### src/sv/rprb_pkg.sv
// ----------------------------------------------------------------------------
// rprb_pkg
// shared types, constants and helpers of the rtp packet reorder buffer
// ----------------------------------------------------------------------------
package rprb_pkg;

    localparam int LEN_W    = 11;
    localparam int SEQ_W    = 16;
    localparam int FRAG_W   = 16;
    localparam int HANDLE_W = 16;

    localparam logic [LEN_W-1:0] HDR_BYTES = 11'd12;
    localparam int TS_PACKET = 188;
    // reciprocal of the transport packet size, exact for every 11-bit length
    localparam int RECIP_SHIFT = 19;
    localparam int RECIP_MUL   = ((1 << RECIP_SHIFT) + TS_PACKET - 1) / TS_PACKET;

    typedef struct packed {
        logic [LEN_W-1:0]    pkt_len;
        logic [SEQ_W-1:0]    seq_num;
        logic [FRAG_W-1:0]   frag_index;
        logic [HANDLE_W-1:0] payload_handle;
        logic                pass;
    } item_t;

    typedef struct packed {
        logic [HANDLE_W-1:0] handle;
        logic                skip;
        logic [LEN_W-1:0]    len;
    } result_t;

    typedef enum logic [1:0] {
        ST_IDLE,
        ST_SCAN,
        ST_FINISH
    } back_state_t;

    // true when the length is a whole number of transport packets
    function automatic logic is_ts_multiple(input logic [LEN_W-1:0] len);
        logic [LEN_W+12-1:0] prod;
        logic [3:0]          quot;
        logic [LEN_W+4-1:0]  back;
        begin
            prod = (LEN_W+12)'(len) * (LEN_W+12)'(RECIP_MUL);
            quot = 4'(prod >> RECIP_SHIFT);
            back = (LEN_W+4)'(quot) * (LEN_W+4)'(TS_PACKET);
            return back == (LEN_W+4)'(len);
        end
    endfunction

    function automatic logic [LEN_W-1:0] strip_len(input logic [LEN_W-1:0] len);
        return (len > HDR_BYTES) ? len - HDR_BYTES : '0;
    endfunction

endpackage

### src/sv/rprb_if.sv
// ----------------------------------------------------------------------------
// rprb interfaces
// valid/ready channels for packet descriptors in and reorder results out
// ----------------------------------------------------------------------------
interface rprb_in_if;
    logic        valid;
    logic        ready;
    logic [10:0] pkt_len;
    logic [15:0] seq_num;
    logic [15:0] frag_index;
    logic [15:0] payload_handle;

    modport source (output valid, pkt_len, seq_num, frag_index, payload_handle,
                    input ready);
    modport sink   (input valid, pkt_len, seq_num, frag_index, payload_handle,
                    output ready);
endinterface

interface rprb_out_if;
    logic        valid;
    logic        ready;
    logic [15:0] out_handle;
    logic        skip_header;
    logic [10:0] out_len;
    logic        last;

    modport source (output valid, out_handle, skip_header, out_len, last,
                    input ready);
    modport sink   (input valid, out_handle, skip_header, out_len, last,
                    output ready);
endinterface

### src/sv/rprb_front.sv
// ----------------------------------------------------------------------------
// rprb_front
// accepts descriptor words and tags pass-through packets
// ----------------------------------------------------------------------------
module rprb_front (
    rprb_in_if.sink         in,
    input  logic            q_full,
    output logic            q_push,
    output rprb_pkg::item_t q_item
);
    import rprb_pkg::*;

    assign in.ready = !q_full;
    assign q_push   = in.valid && !q_full;

    always_comb
    begin
        q_item.pkt_len        = in.pkt_len;
        q_item.seq_num        = in.seq_num;
        q_item.frag_index     = in.frag_index;
        q_item.payload_handle = in.payload_handle;
        q_item.pass           = is_ts_multiple(in.pkt_len);
    end
endmodule

### src/sv/rprb_queue.sv
// ----------------------------------------------------------------------------
// rprb_queue
// two-entry queue of classified descriptors between front and back
// ----------------------------------------------------------------------------
module rprb_queue (
    input  logic            clk,
    input  logic            rst_n,
    input  logic            push,
    input  rprb_pkg::item_t push_item,
    output logic            full,
    input  logic            pop,
    output logic            not_empty,
    output rprb_pkg::item_t head
);
    import rprb_pkg::*;

    item_t      mem_reg [2];
    logic       wr_ptr_reg, wr_ptr_next;
    logic       rd_ptr_reg, rd_ptr_next;
    logic [1:0] count_reg, count_next;

    assign full      = count_reg == 2'd2;
    assign not_empty = count_reg != 2'd0;
    assign head      = mem_reg[rd_ptr_reg];

    always_comb
    begin
        wr_ptr_next = wr_ptr_reg ^ push;
        rd_ptr_next = rd_ptr_reg ^ pop;
        count_next  = count_reg + 2'(push) - 2'(pop);
    end

    always_ff @(posedge clk or negedge rst_n)
    begin
        if (!rst_n)
        begin
            wr_ptr_reg <= 1'b0;
            rd_ptr_reg <= 1'b0;
            count_reg  <= 2'd0;
        end
        else
        begin
            wr_ptr_reg <= wr_ptr_next;
            rd_ptr_reg <= rd_ptr_next;
            count_reg  <= count_next;
        end
    end

    always_ff @(posedge clk)
    begin
        if (push)
        begin
            mem_reg[wr_ptr_reg] <= push_item;
        end
    end
endmodule

### src/sv/rprb_back.sv
// ----------------------------------------------------------------------------
// rprb_back
// slot table, wanted-pair tracking, drain scan and output register
// ----------------------------------------------------------------------------
module rprb_back #(
    parameter int SLOTS    = 15,
    parameter int SEQ_WRAP = 256
) (
    input  logic            clk,
    input  logic            rst_n,
    input  logic            q_valid,
    input  rprb_pkg::item_t q_head,
    output logic            q_pop,
    rprb_out_if.source      out
);
    import rprb_pkg::*;

    localparam int IDX_W  = (SLOTS > 1) ? $clog2(SLOTS) : 1;
    localparam int HELD_W = $clog2(SLOTS + 1);
    localparam logic [16:0] FRAG_SAT = 17'h10000;

    back_state_t state_reg, state_next;
    logic [IDX_W-1:0]  idx_reg, idx_next;
    logic              sent_reg, sent_next;

    logic [SLOTS-1:0]  vld_reg, vld_next;
    logic [SEQ_W-1:0]  sseq_reg   [SLOTS];
    logic [FRAG_W-1:0] sfrag_reg  [SLOTS];
    logic [LEN_W-1:0]  slen_reg   [SLOTS];
    logic [HANDLE_W-1:0] shdl_reg [SLOTS];

    logic [HELD_W-1:0] held_reg, held_next;
    logic [SEQ_W-1:0]  ws_reg, ws_next;
    logic              wsk_reg, wsk_next;
    logic [16:0]       wf_reg, wf_next;
    logic              wfk_reg, wfk_next;
    logic [FRAG_W-1:0] tf_reg, tf_next;
    logic              tv_reg, tv_next;
    logic [FRAG_W-1:0] prior_reg, prior_next;
    logic              pm_reg, pm_next;
    logic              pd_reg, pd_next;
    logic              cp_reg, cp_next;

    result_t pend_reg, pend_next;
    logic    pend_v_reg, pend_v_next;
    result_t out_reg, out_next;
    logic    out_last_reg, out_last_next;
    logic    out_v_reg, out_v_next;

    logic             ins_en;
    logic [IDX_W-1:0] ins_idx;
    logic [IDX_W-1:0] free_idx;
    logic             out_free;
    logic             match;

    assign out_free        = !out_v_reg || out.ready;
    assign out.valid       = out_v_reg;
    assign out.out_handle  = out_reg.handle;
    assign out.skip_header = out_reg.skip;
    assign out.out_len     = out_reg.len;
    assign out.last        = out_last_reg;

    assign match = vld_reg[idx_reg] && sseq_reg[idx_reg] == ws_reg
                   && {1'b0, sfrag_reg[idx_reg]} == wf_reg;

    // first free slot
    always_comb
    begin
        free_idx = '0;
        for (int i = SLOTS - 1; i >= 0; i--)
        begin
            if (!vld_reg[i])
            begin
                free_idx = IDX_W'(i);
            end
        end
    end

    function automatic logic [SEQ_W-1:0] seq_inc(input logic [SEQ_W-1:0] s);
        logic [SEQ_W:0] t;
        begin
            t = {1'b0, s} + 1'b1;
            if (t == (SEQ_W+1)'(SEQ_WRAP) || t[SEQ_W])
            begin
                t = '0;
            end
            return t[SEQ_W-1:0];
        end
    endfunction

    always_comb
    begin
        state_next    = state_reg;
        idx_next      = idx_reg;
        sent_next     = sent_reg;
        vld_next      = vld_reg;
        held_next     = held_reg;
        ws_next       = ws_reg;
        wsk_next      = wsk_reg;
        wf_next       = wf_reg;
        wfk_next      = wfk_reg;
        tf_next       = tf_reg;
        tv_next       = tv_reg;
        prior_next    = prior_reg;
        pm_next       = pm_reg;
        pd_next       = pd_reg;
        cp_next       = cp_reg;
        pend_next     = pend_reg;
        pend_v_next   = pend_v_reg;
        out_next      = out_reg;
        out_last_next = out_last_reg;
        out_v_next    = out_v_reg && !out.ready;
        q_pop         = 1'b0;
        ins_en        = 1'b0;
        ins_idx       = free_idx;

        unique case (state_reg)
            ST_IDLE:
            begin
                if (q_valid)
                begin
                    q_pop     = 1'b1;
                    idx_next  = '0;
                    sent_next = 1'b0;
                    state_next = ST_SCAN;
                    if (q_head.pass)
                    begin
                        pend_next   = '{q_head.payload_handle, 1'b0, q_head.pkt_len};
                        pend_v_next = 1'b1;
                    end
                    else
                    begin
                        if (cp_next)
                        begin
                            vld_next  = '0;
                            held_next = '0;
                            ws_next   = q_head.seq_num;
                            wsk_next  = 1'b1;
                            wf_next   = {1'b0, q_head.frag_index};
                            wfk_next  = 1'b1;
                            cp_next   = 1'b0;
                        end
                        if (!wsk_next)
                        begin
                            ws_next  = q_head.seq_num;
                            wsk_next = 1'b1;
                        end
                        if (!wfk_next)
                        begin
                            wf_next  = {1'b0, q_head.frag_index};
                            wfk_next = 1'b1;
                        end
                        if (q_head.frag_index == '0)
                        begin
                            if (held_next == '0)
                            begin
                                pm_next = 1'b1;
                            end
                            else
                            begin
                                tf_next = prior_reg;
                                tv_next = 1'b1;
                            end
                        end
                        if (q_head.seq_num != ws_next && held_next == '0 && !pm_next)
                        begin
                            ws_next = q_head.seq_num;
                        end
                        prior_next = q_head.frag_index;

                        if (!pm_next && q_head.seq_num == ws_next
                            && {1'b0, q_head.frag_index} == wf_next)
                        begin
                            // expected packet goes straight out
                            pend_next   = '{q_head.payload_handle, 1'b1,
                                            strip_len(q_head.pkt_len)};
                            pend_v_next = 1'b1;
                            if (wf_next < FRAG_SAT)
                            begin
                                wf_next = wf_next + 17'd1;
                            end
                        end
                        else
                        begin
                            // a clear in this word frees slot zero first
                            if (held_next != HELD_W'(SLOTS))
                            begin
                                ins_en    = 1'b1;
                                ins_idx   = (held_next == '0) ? '0 : free_idx;
                                vld_next[ins_idx] = 1'b1;
                                held_next = held_next + 1'b1;
                            end
                            if (held_next >= HELD_W'(SLOTS))
                            begin
                                if (pm_next)
                                begin
                                    pm_next = 1'b0;
                                    pd_next = 1'b1;
                                end
                                else
                                begin
                                    if (tv_next && wf_next == {1'b0, tf_next})
                                    begin
                                        ws_next = seq_inc(ws_next);
                                        wf_next = '0;
                                        tv_next = 1'b0;
                                    end
                                    else if (wf_next < FRAG_SAT)
                                    begin
                                        wf_next = wf_next + 17'd1;
                                    end
                                    cp_next = 1'b1;
                                end
                            end
                        end
                    end
                end
            end

            ST_SCAN:
            begin
                if (held_reg == '0 || pm_reg)
                begin
                    state_next = ST_FINISH;
                end
                else if (!(match && pend_v_reg && !out_free))
                begin
                    if (match)
                    begin
                        if (pend_v_reg)
                        begin
                            out_next      = pend_reg;
                            out_last_next = 1'b0;
                            out_v_next    = 1'b1;
                        end
                        pend_next   = '{shdl_reg[idx_reg], 1'b1, strip_len(slen_reg[idx_reg])};
                        pend_v_next = 1'b1;
                        vld_next[idx_reg] = 1'b0;
                        held_next   = held_reg - 1'b1;
                        sent_next   = 1'b1;
                        if (tv_reg && wf_reg == {1'b0, tf_reg})
                        begin
                            ws_next = seq_inc(ws_reg);
                            wf_next = '0;
                            tv_next = 1'b0;
                        end
                        else if (wf_reg < FRAG_SAT)
                        begin
                            wf_next = wf_reg + 17'd1;
                        end
                    end
                    if (held_next == '0)
                    begin
                        state_next = ST_FINISH;
                    end
                    else if (idx_reg == IDX_W'(SLOTS - 1))
                    begin
                        idx_next = '0;
                        if (sent_next)
                        begin
                            sent_next = 1'b0;
                        end
                        else if (pd_reg)
                        begin
                            // no match after prefill: skip one sequence
                            ws_next = seq_inc(ws_reg);
                            wf_next = '0;
                            pd_next = 1'b0;
                        end
                        else
                        begin
                            state_next = ST_FINISH;
                        end
                    end
                    else
                    begin
                        idx_next = idx_reg + 1'b1;
                    end
                end
            end

            ST_FINISH:
            begin
                if (!pend_v_reg)
                begin
                    state_next = ST_IDLE;
                end
                else if (out_free)
                begin
                    out_next      = pend_reg;
                    out_last_next = 1'b1;
                    out_v_next    = 1'b1;
                    pend_v_next   = 1'b0;
                    state_next    = ST_IDLE;
                end
            end

            default:
            begin
                state_next = ST_IDLE;
            end
        endcase
    end

    always_ff @(posedge clk or negedge rst_n)
    begin
        if (!rst_n)
        begin
            state_reg  <= ST_IDLE;
            idx_reg    <= '0;
            sent_reg   <= 1'b0;
            vld_reg    <= '0;
            held_reg   <= '0;
            ws_reg     <= '0;
            wsk_reg    <= 1'b0;
            wf_reg     <= '0;
            wfk_reg    <= 1'b0;
            tf_reg     <= '0;
            tv_reg     <= 1'b0;
            prior_reg  <= '0;
            pm_reg     <= 1'b0;
            pd_reg     <= 1'b0;
            cp_reg     <= 1'b0;
            pend_v_reg <= 1'b0;
            out_v_reg  <= 1'b0;
        end
        else
        begin
            state_reg  <= state_next;
            idx_reg    <= idx_next;
            sent_reg   <= sent_next;
            vld_reg    <= vld_next;
            held_reg   <= held_next;
            ws_reg     <= ws_next;
            wsk_reg    <= wsk_next;
            wf_reg     <= wf_next;
            wfk_reg    <= wfk_next;
            tf_reg     <= tf_next;
            tv_reg     <= tv_next;
            prior_reg  <= prior_next;
            pm_reg     <= pm_next;
            pd_reg     <= pd_next;
            cp_reg     <= cp_next;
            pend_v_reg <= pend_v_next;
            out_v_reg  <= out_v_next;
        end
    end

    always_ff @(posedge clk)
    begin
        pend_reg     <= pend_next;
        out_reg      <= out_next;
        out_last_reg <= out_last_next;
        if (ins_en)
        begin
            sseq_reg[ins_idx]  <= q_head.seq_num;
            sfrag_reg[ins_idx] <= q_head.frag_index;
            slen_reg[ins_idx]  <= q_head.pkt_len;
            shdl_reg[ins_idx]  <= q_head.payload_handle;
        end
    end
endmodule

### src/sv/rtp_packet_reorder_buffer_unit.sv
// ----------------------------------------------------------------------------
// rtp_packet_reorder_buffer_unit
// reorders sequenced packet descriptors through a small slot table
// ----------------------------------------------------------------------------
// One descriptor word in gives zero or more result words out, the final one
// marked by last. Lengths that are whole transport packets pass straight
// through; other packets leave with their header dropped once they are the
// expected (sequence, fragment) pair, otherwise they wait in a table of SLOTS
// entries. Each item is classified and inserted, then a drain scan checks
// one slot per cycle, held while a match meets a busy output register; the
// next item is popped only once the scan is over. A two-word queue decouples
// input from the back end and an output register decouples the consumer.
// ----------------------------------------------------------------------------
module rtp_packet_reorder_buffer_unit #(
    parameter int SLOTS    = 15,
    parameter int SEQ_WRAP = 256
) (
    input  logic       clk,
    input  logic       rst_n,
    rprb_in_if.sink    in,
    rprb_out_if.source out
);
    import rprb_pkg::*;

    // front to queue
    logic  q_push;
    item_t q_in_item;
    logic  q_full;
    // queue to back
    logic  q_pop;
    logic  q_not_empty;
    item_t q_head;

    rprb_front u_front (
        .in     (in),
        .q_full (q_full),
        .q_push (q_push),
        .q_item (q_in_item)
    );

    rprb_queue u_queue (
        .clk       (clk),
        .rst_n     (rst_n),
        .push      (q_push),
        .push_item (q_in_item),
        .full      (q_full),
        .pop       (q_pop),
        .not_empty (q_not_empty),
        .head      (q_head)
    );

    rprb_back #(
        .SLOTS    (SLOTS),
        .SEQ_WRAP (SEQ_WRAP)
    ) u_back (
        .clk     (clk),
        .rst_n   (rst_n),
        .q_valid (q_not_empty),
        .q_head  (q_head),
        .q_pop   (q_pop),
        .out     (out)
    );
endmodule

### src/flat_wrapper.sv
// flat-port wrapper written by rule: the top's interface ports become plain ports
module rtp_packet_reorder_buffer_unit_flat import rprb_pkg::*;
#(
    parameter int SLOTS    = 15,
    parameter int SEQ_WRAP = 256
)
  (clk, rst_n, in_valid, in_pkt_len, in_seq_num, in_frag_index, in_payload_handle, in_ready, out_valid, out_out_handle, out_skip_header, out_out_len, out_last, out_ready);
  rprb_in_if in_i ();
  rprb_out_if out_i ();
  input  logic clk;
  input  logic rst_n;
  input wire logic [$bits(in_i.valid)-1:0] in_valid;
  input wire logic [$bits(in_i.pkt_len)-1:0] in_pkt_len;
  input wire logic [$bits(in_i.seq_num)-1:0] in_seq_num;
  input wire logic [$bits(in_i.frag_index)-1:0] in_frag_index;
  input wire logic [$bits(in_i.payload_handle)-1:0] in_payload_handle;
  output wire logic [$bits(in_i.ready)-1:0] in_ready;
  output wire logic [$bits(out_i.valid)-1:0] out_valid;
  output wire logic [$bits(out_i.out_handle)-1:0] out_out_handle;
  output wire logic [$bits(out_i.skip_header)-1:0] out_skip_header;
  output wire logic [$bits(out_i.out_len)-1:0] out_out_len;
  output wire logic [$bits(out_i.last)-1:0] out_last;
  input wire logic [$bits(out_i.ready)-1:0] out_ready;
  assign in_i.valid = in_valid;
  assign in_i.pkt_len = in_pkt_len;
  assign in_i.seq_num = in_seq_num;
  assign in_i.frag_index = in_frag_index;
  assign in_i.payload_handle = in_payload_handle;
  assign in_ready = in_i.ready;
  assign out_valid = out_i.valid;
  assign out_out_handle = out_i.out_handle;
  assign out_skip_header = out_i.skip_header;
  assign out_out_len = out_i.out_len;
  assign out_last = out_i.last;
  assign out_i.ready = out_ready;
  rtp_packet_reorder_buffer_unit #(.SLOTS(SLOTS), .SEQ_WRAP(SEQ_WRAP)) u_core (.clk(clk), .rst_n(rst_n), .in(in_i), .out(out_i));
endmodule
### config.mk
export PLATFORM = sky130hd
export DESIGN_NAME = rtp_packet_reorder_buffer_unit_flat
export DESIGN_NICKNAME = d
export VERILOG_FILES = /design/src/sv/rprb_pkg.sv /design/src/sv/rprb_if.sv /design/src/sv/rprb_front.sv /design/src/sv/rprb_queue.sv /design/src/sv/rprb_back.sv /design/src/sv/rtp_packet_reorder_buffer_unit.sv /design/src/flat_wrapper.sv
export SDC_FILE = /design/constraint.sdc
export NUM_CORES = 2
export LEC_CHECK = 0
export BUFFER_PORTS_ARGS = -buffer_cell sky130_fd_sc_hd__buf_2
export CORE_MARGIN = 1.5
export CORE_UTILIZATION = 40
export CTS_CLUSTER_DIAMETER = 30
export DETAILED_ROUTE_END_ITERATION = 6
export PLACE_DENSITY = 0.55
export SYNTH_ARGS = -nofsm -noshare
export SYNTH_HDL_FRONTEND = slang
export SYNTH_HIERARCHICAL = 1
export SYNTH_SLANG_ARGS = --single-unit
### constraint.sdc
create_clock -name clk -period 22 [get_ports clk]
set_input_delay 2.2 -clock clk [delete_from_list [all_inputs] [get_ports clk]]
set_output_delay 2.2 -clock clk [all_outputs]
set_load 0.005 [all_outputs]
==> impl_metrics.toml <==
[sta]
fin_crit_sh = 0.398
timing.fmax_ghz = 0.114
finalSetupViolations = 0
worst_pin_slew_ns = 1.15
maxSlewViolCount = 0
rsz0062_at_grt = "false"
hold_viol = 0
slew_headroom = 0.233
tns_ns = 0
finalCriticalPeriod_ns = 8.76
finClkSkew_ns = 0.0721

[finish]
fillers = 11500
nets = 3941
mostFrequentLayoutCells = "edfxtp_1, clkbuf_16, nand2_1"
drive_gt1_frac = 0.233
finalNonFillerCells = 5721
final_common_cell = "edfxtp_1"
fin_area_um2 = 64600
area_growth_pct = 18.5

[route]
final_antenna_net_count = 0
finalWirelength_mm = 149
first_pass_iters = 5
drtIter0Drc = 2991
avgViaCountPerCell = 5.72
drc = 0
vias = 32700
wl_per_cell_um = 26.1

[critical_path]
critPathMaxStageDelay_ns = 0.56
crit_path_frequent_cell = "fa_1"
critPathRequiredTime_ns = 22.60
critPathLaunchType = "primary input"
criticalPathCategory = "primary input to flip-flop"
cp_max_fo = 8
arrival_ns = 9.36
crit_path_end_kind = "flip-flop"
slowest_stage = "fa_1"

[global_route]
antenna_found_initial = 3
use_met3 = 0.0394
grt_pass1_vias = 32700
grt_usage = 0.217
grt_max_degree = 80
overflow = 0
met2_usage = 0.336
grt.busiest_layer = "met2"
grt_pass1_wl_mm = 221
grtUsageMet1 = 0.311

[logic_synthesis]
yosysTopAreaCell = "edfxtp_1"
ys_seq_elements = 1164
yosys_warnings = 6
synthesis.instances = 3606
synth_flop_cell = "edfxtp_1"
synth.yosys.seq_area_share = 0.632
synth_enable_flop_cells = 1062
yosysTopAreaCellShare = 0.585
synth_area_leaders = "edfxtp_1, mux4_2, dfrtp_1, mux2i_1, ha_1"
synth_nets = 3810
yosysUniqueCellTypes = 106
async_flop_share = 0.0876
syn-cell-area_um2 = 54500
syn_area_per_cell_um2 = 15.1

[floorplan]
die_width_um = 372
die_area_um2 = 138000
rows = 135
initial_core_util = 0.403
io_pins = 94
die_height_um = 372
core_area_um2 = 135000

[pwr]
pwr_density_cell_nw_per_um2 = 157
power.total_uw = 10100
ir_worst_vdd_v = 0.0000949
p_leak_uw = 0.0224

[clocking]
h-tree-depth = 4
cts_max_path_buffers = 3
clock-sinks = 1164
postCtsSetupBuffers = 0
cts_buffers = 228
cts_resized = 0
cts_root_buffer = "clkbuf_16"
cts_tree = "yes"
clk_latency_ns = 0.84
clkTransAtPathRegs_ns = 0.05
cts_hold_buf = 0

[outcome]
outcome = "complete, no violations"

[place]
place_area_um2 = 56400
port_buffers = 93
globalplace.congestion = 0.925
hpwlAfterDp_mm = 89.4
place_inst = 5288

[hold_path]
hold_class = "flip-flop to flip-flop"

[run]
cap_viol_max_count = 0
worst max-delay path: cells and delay by family:
family | cells | cell delay, ns
AO/OA/AOI/OAI | 8 | 1.77
adder cells (fa/ha/maj) | 9 | 3.69
XOR/XNOR | 2 | 0.56
AND/OR/NAND/NOR | 3 | 0.71
buffers and inverters | 5 | 0.44
logic make-up (layout without fill, tap and decap cells):
| family | Yosys count | in the layout | share of synthesized area |
|---|---|---|---|
| xor gates and xnor gates | 164 | 164 | 0.0266 |
| muxes | 432 | 432 | 0.126 |
| adders and majority gates | 141 | 141 | 0.0382 |
| and+or+nand+nor | 759 | 759 | 0.0702 |
| AOI/OAI and AO/OA | 536 | 536 | 0.0679 |
| buffers and inverters | 410 | 743 | 0.0384 |
| other | 0 | 1 | 0 |
| DFF | 1164 | 1164 | 0.632 |
metal layers:
metal	routed length, um	up-vias
li1	-	14300
met1	66300	16800
met2	69200	1269
met3	10300	261
met4	3640	2
met5	13	-
synthesized netlist by cell type (all sizes together) (49+ instances only):
| library cell | number |
|---|---|
| buf | 150 |
| mux4 | 176 |
| ha | 99 |
| nand3 | 78 |
| edfxtp | 1062 |
| nand4 | 49 |
| mux2 | 112 |
| mux2i | 144 |
| nor2 | 140 |
| dfrtp | 102 |
| clkbuf | 113 |
| nand2 | 222 |
| inv | 147 |
| xnor2 | 112 |
| nor3 | 50 |
| a21oi | 79 |
| o21ai | 131 |
| xor2 | 51 |
area by class of cell:
| type | instances | area, um2 | share of cell area |
|---|---|---|---|
| multi-input combinational | 2032 | 18100 | 0.281 |
| inverter | 147 | 554 | 0.00859 |
| timing repair buffer | 164 | 1010 | 0.0157 |
| sequential | 1164 | 34500 | 0.534 |
| antenna | 1 | 2.50 | 0.0000388 |
| clock buffer | 256 | 5880 | 0.0911 |
| clock inverter | 176 | 2260 | 0.0351 |
| tap | 1781 | 2230 | 0.0345 |
power breakdown:
group | switching, uW | internal, uW
sequential | 227 | 3010
clock | 1230 | 2340
combinational | 2110 | 1240
total | 3560 | 6590
stage by stage:
stage          worst slack [ns]  hold WS, ns  utilization
2_1_floorplan             12.99        0.400            -
3_3_place_gp              12.51        0.402        0.417
3_5_place_dp              12.34        0.405        0.417
4_1_cts                   13.22        0.410        0.477
5_1_grt                   12.73        0.413        0.477
6_report                  13.24        0.409        0.477
final timing paths:
| check | startpoint | end | slack (ns) | cells past startpoint |
|---|---|---|---|---|
| setup / recovery | in_pkt_len[8] | u_core/u_queue/mem_reg[0][0] | 13.24 | 27 |
| hold / removal | u_core/u_back/pend_reg[4] | u_core/u_back/out.out_len[4] | 0.41 | 0 |
| setup reg to reg | u_core/u_queue/rd_ptr_reg | u_core/u_back/slen_reg[7][9] | 14.32 | 14 |
| hold reg to reg | u_core/u_back/pend_reg[4] | u_core/u_back/out.out_len[4] | 0.41 | 0 |
| max in group asynchronous | rst_n | u_core/u_queue/rd_ptr_reg | 19.28 | 2 |
| min in group asynchronous | rst_n | u_core/u_back/prior_reg[9] | 1.47 | 1 |
(Power assumes the default switching activity.)
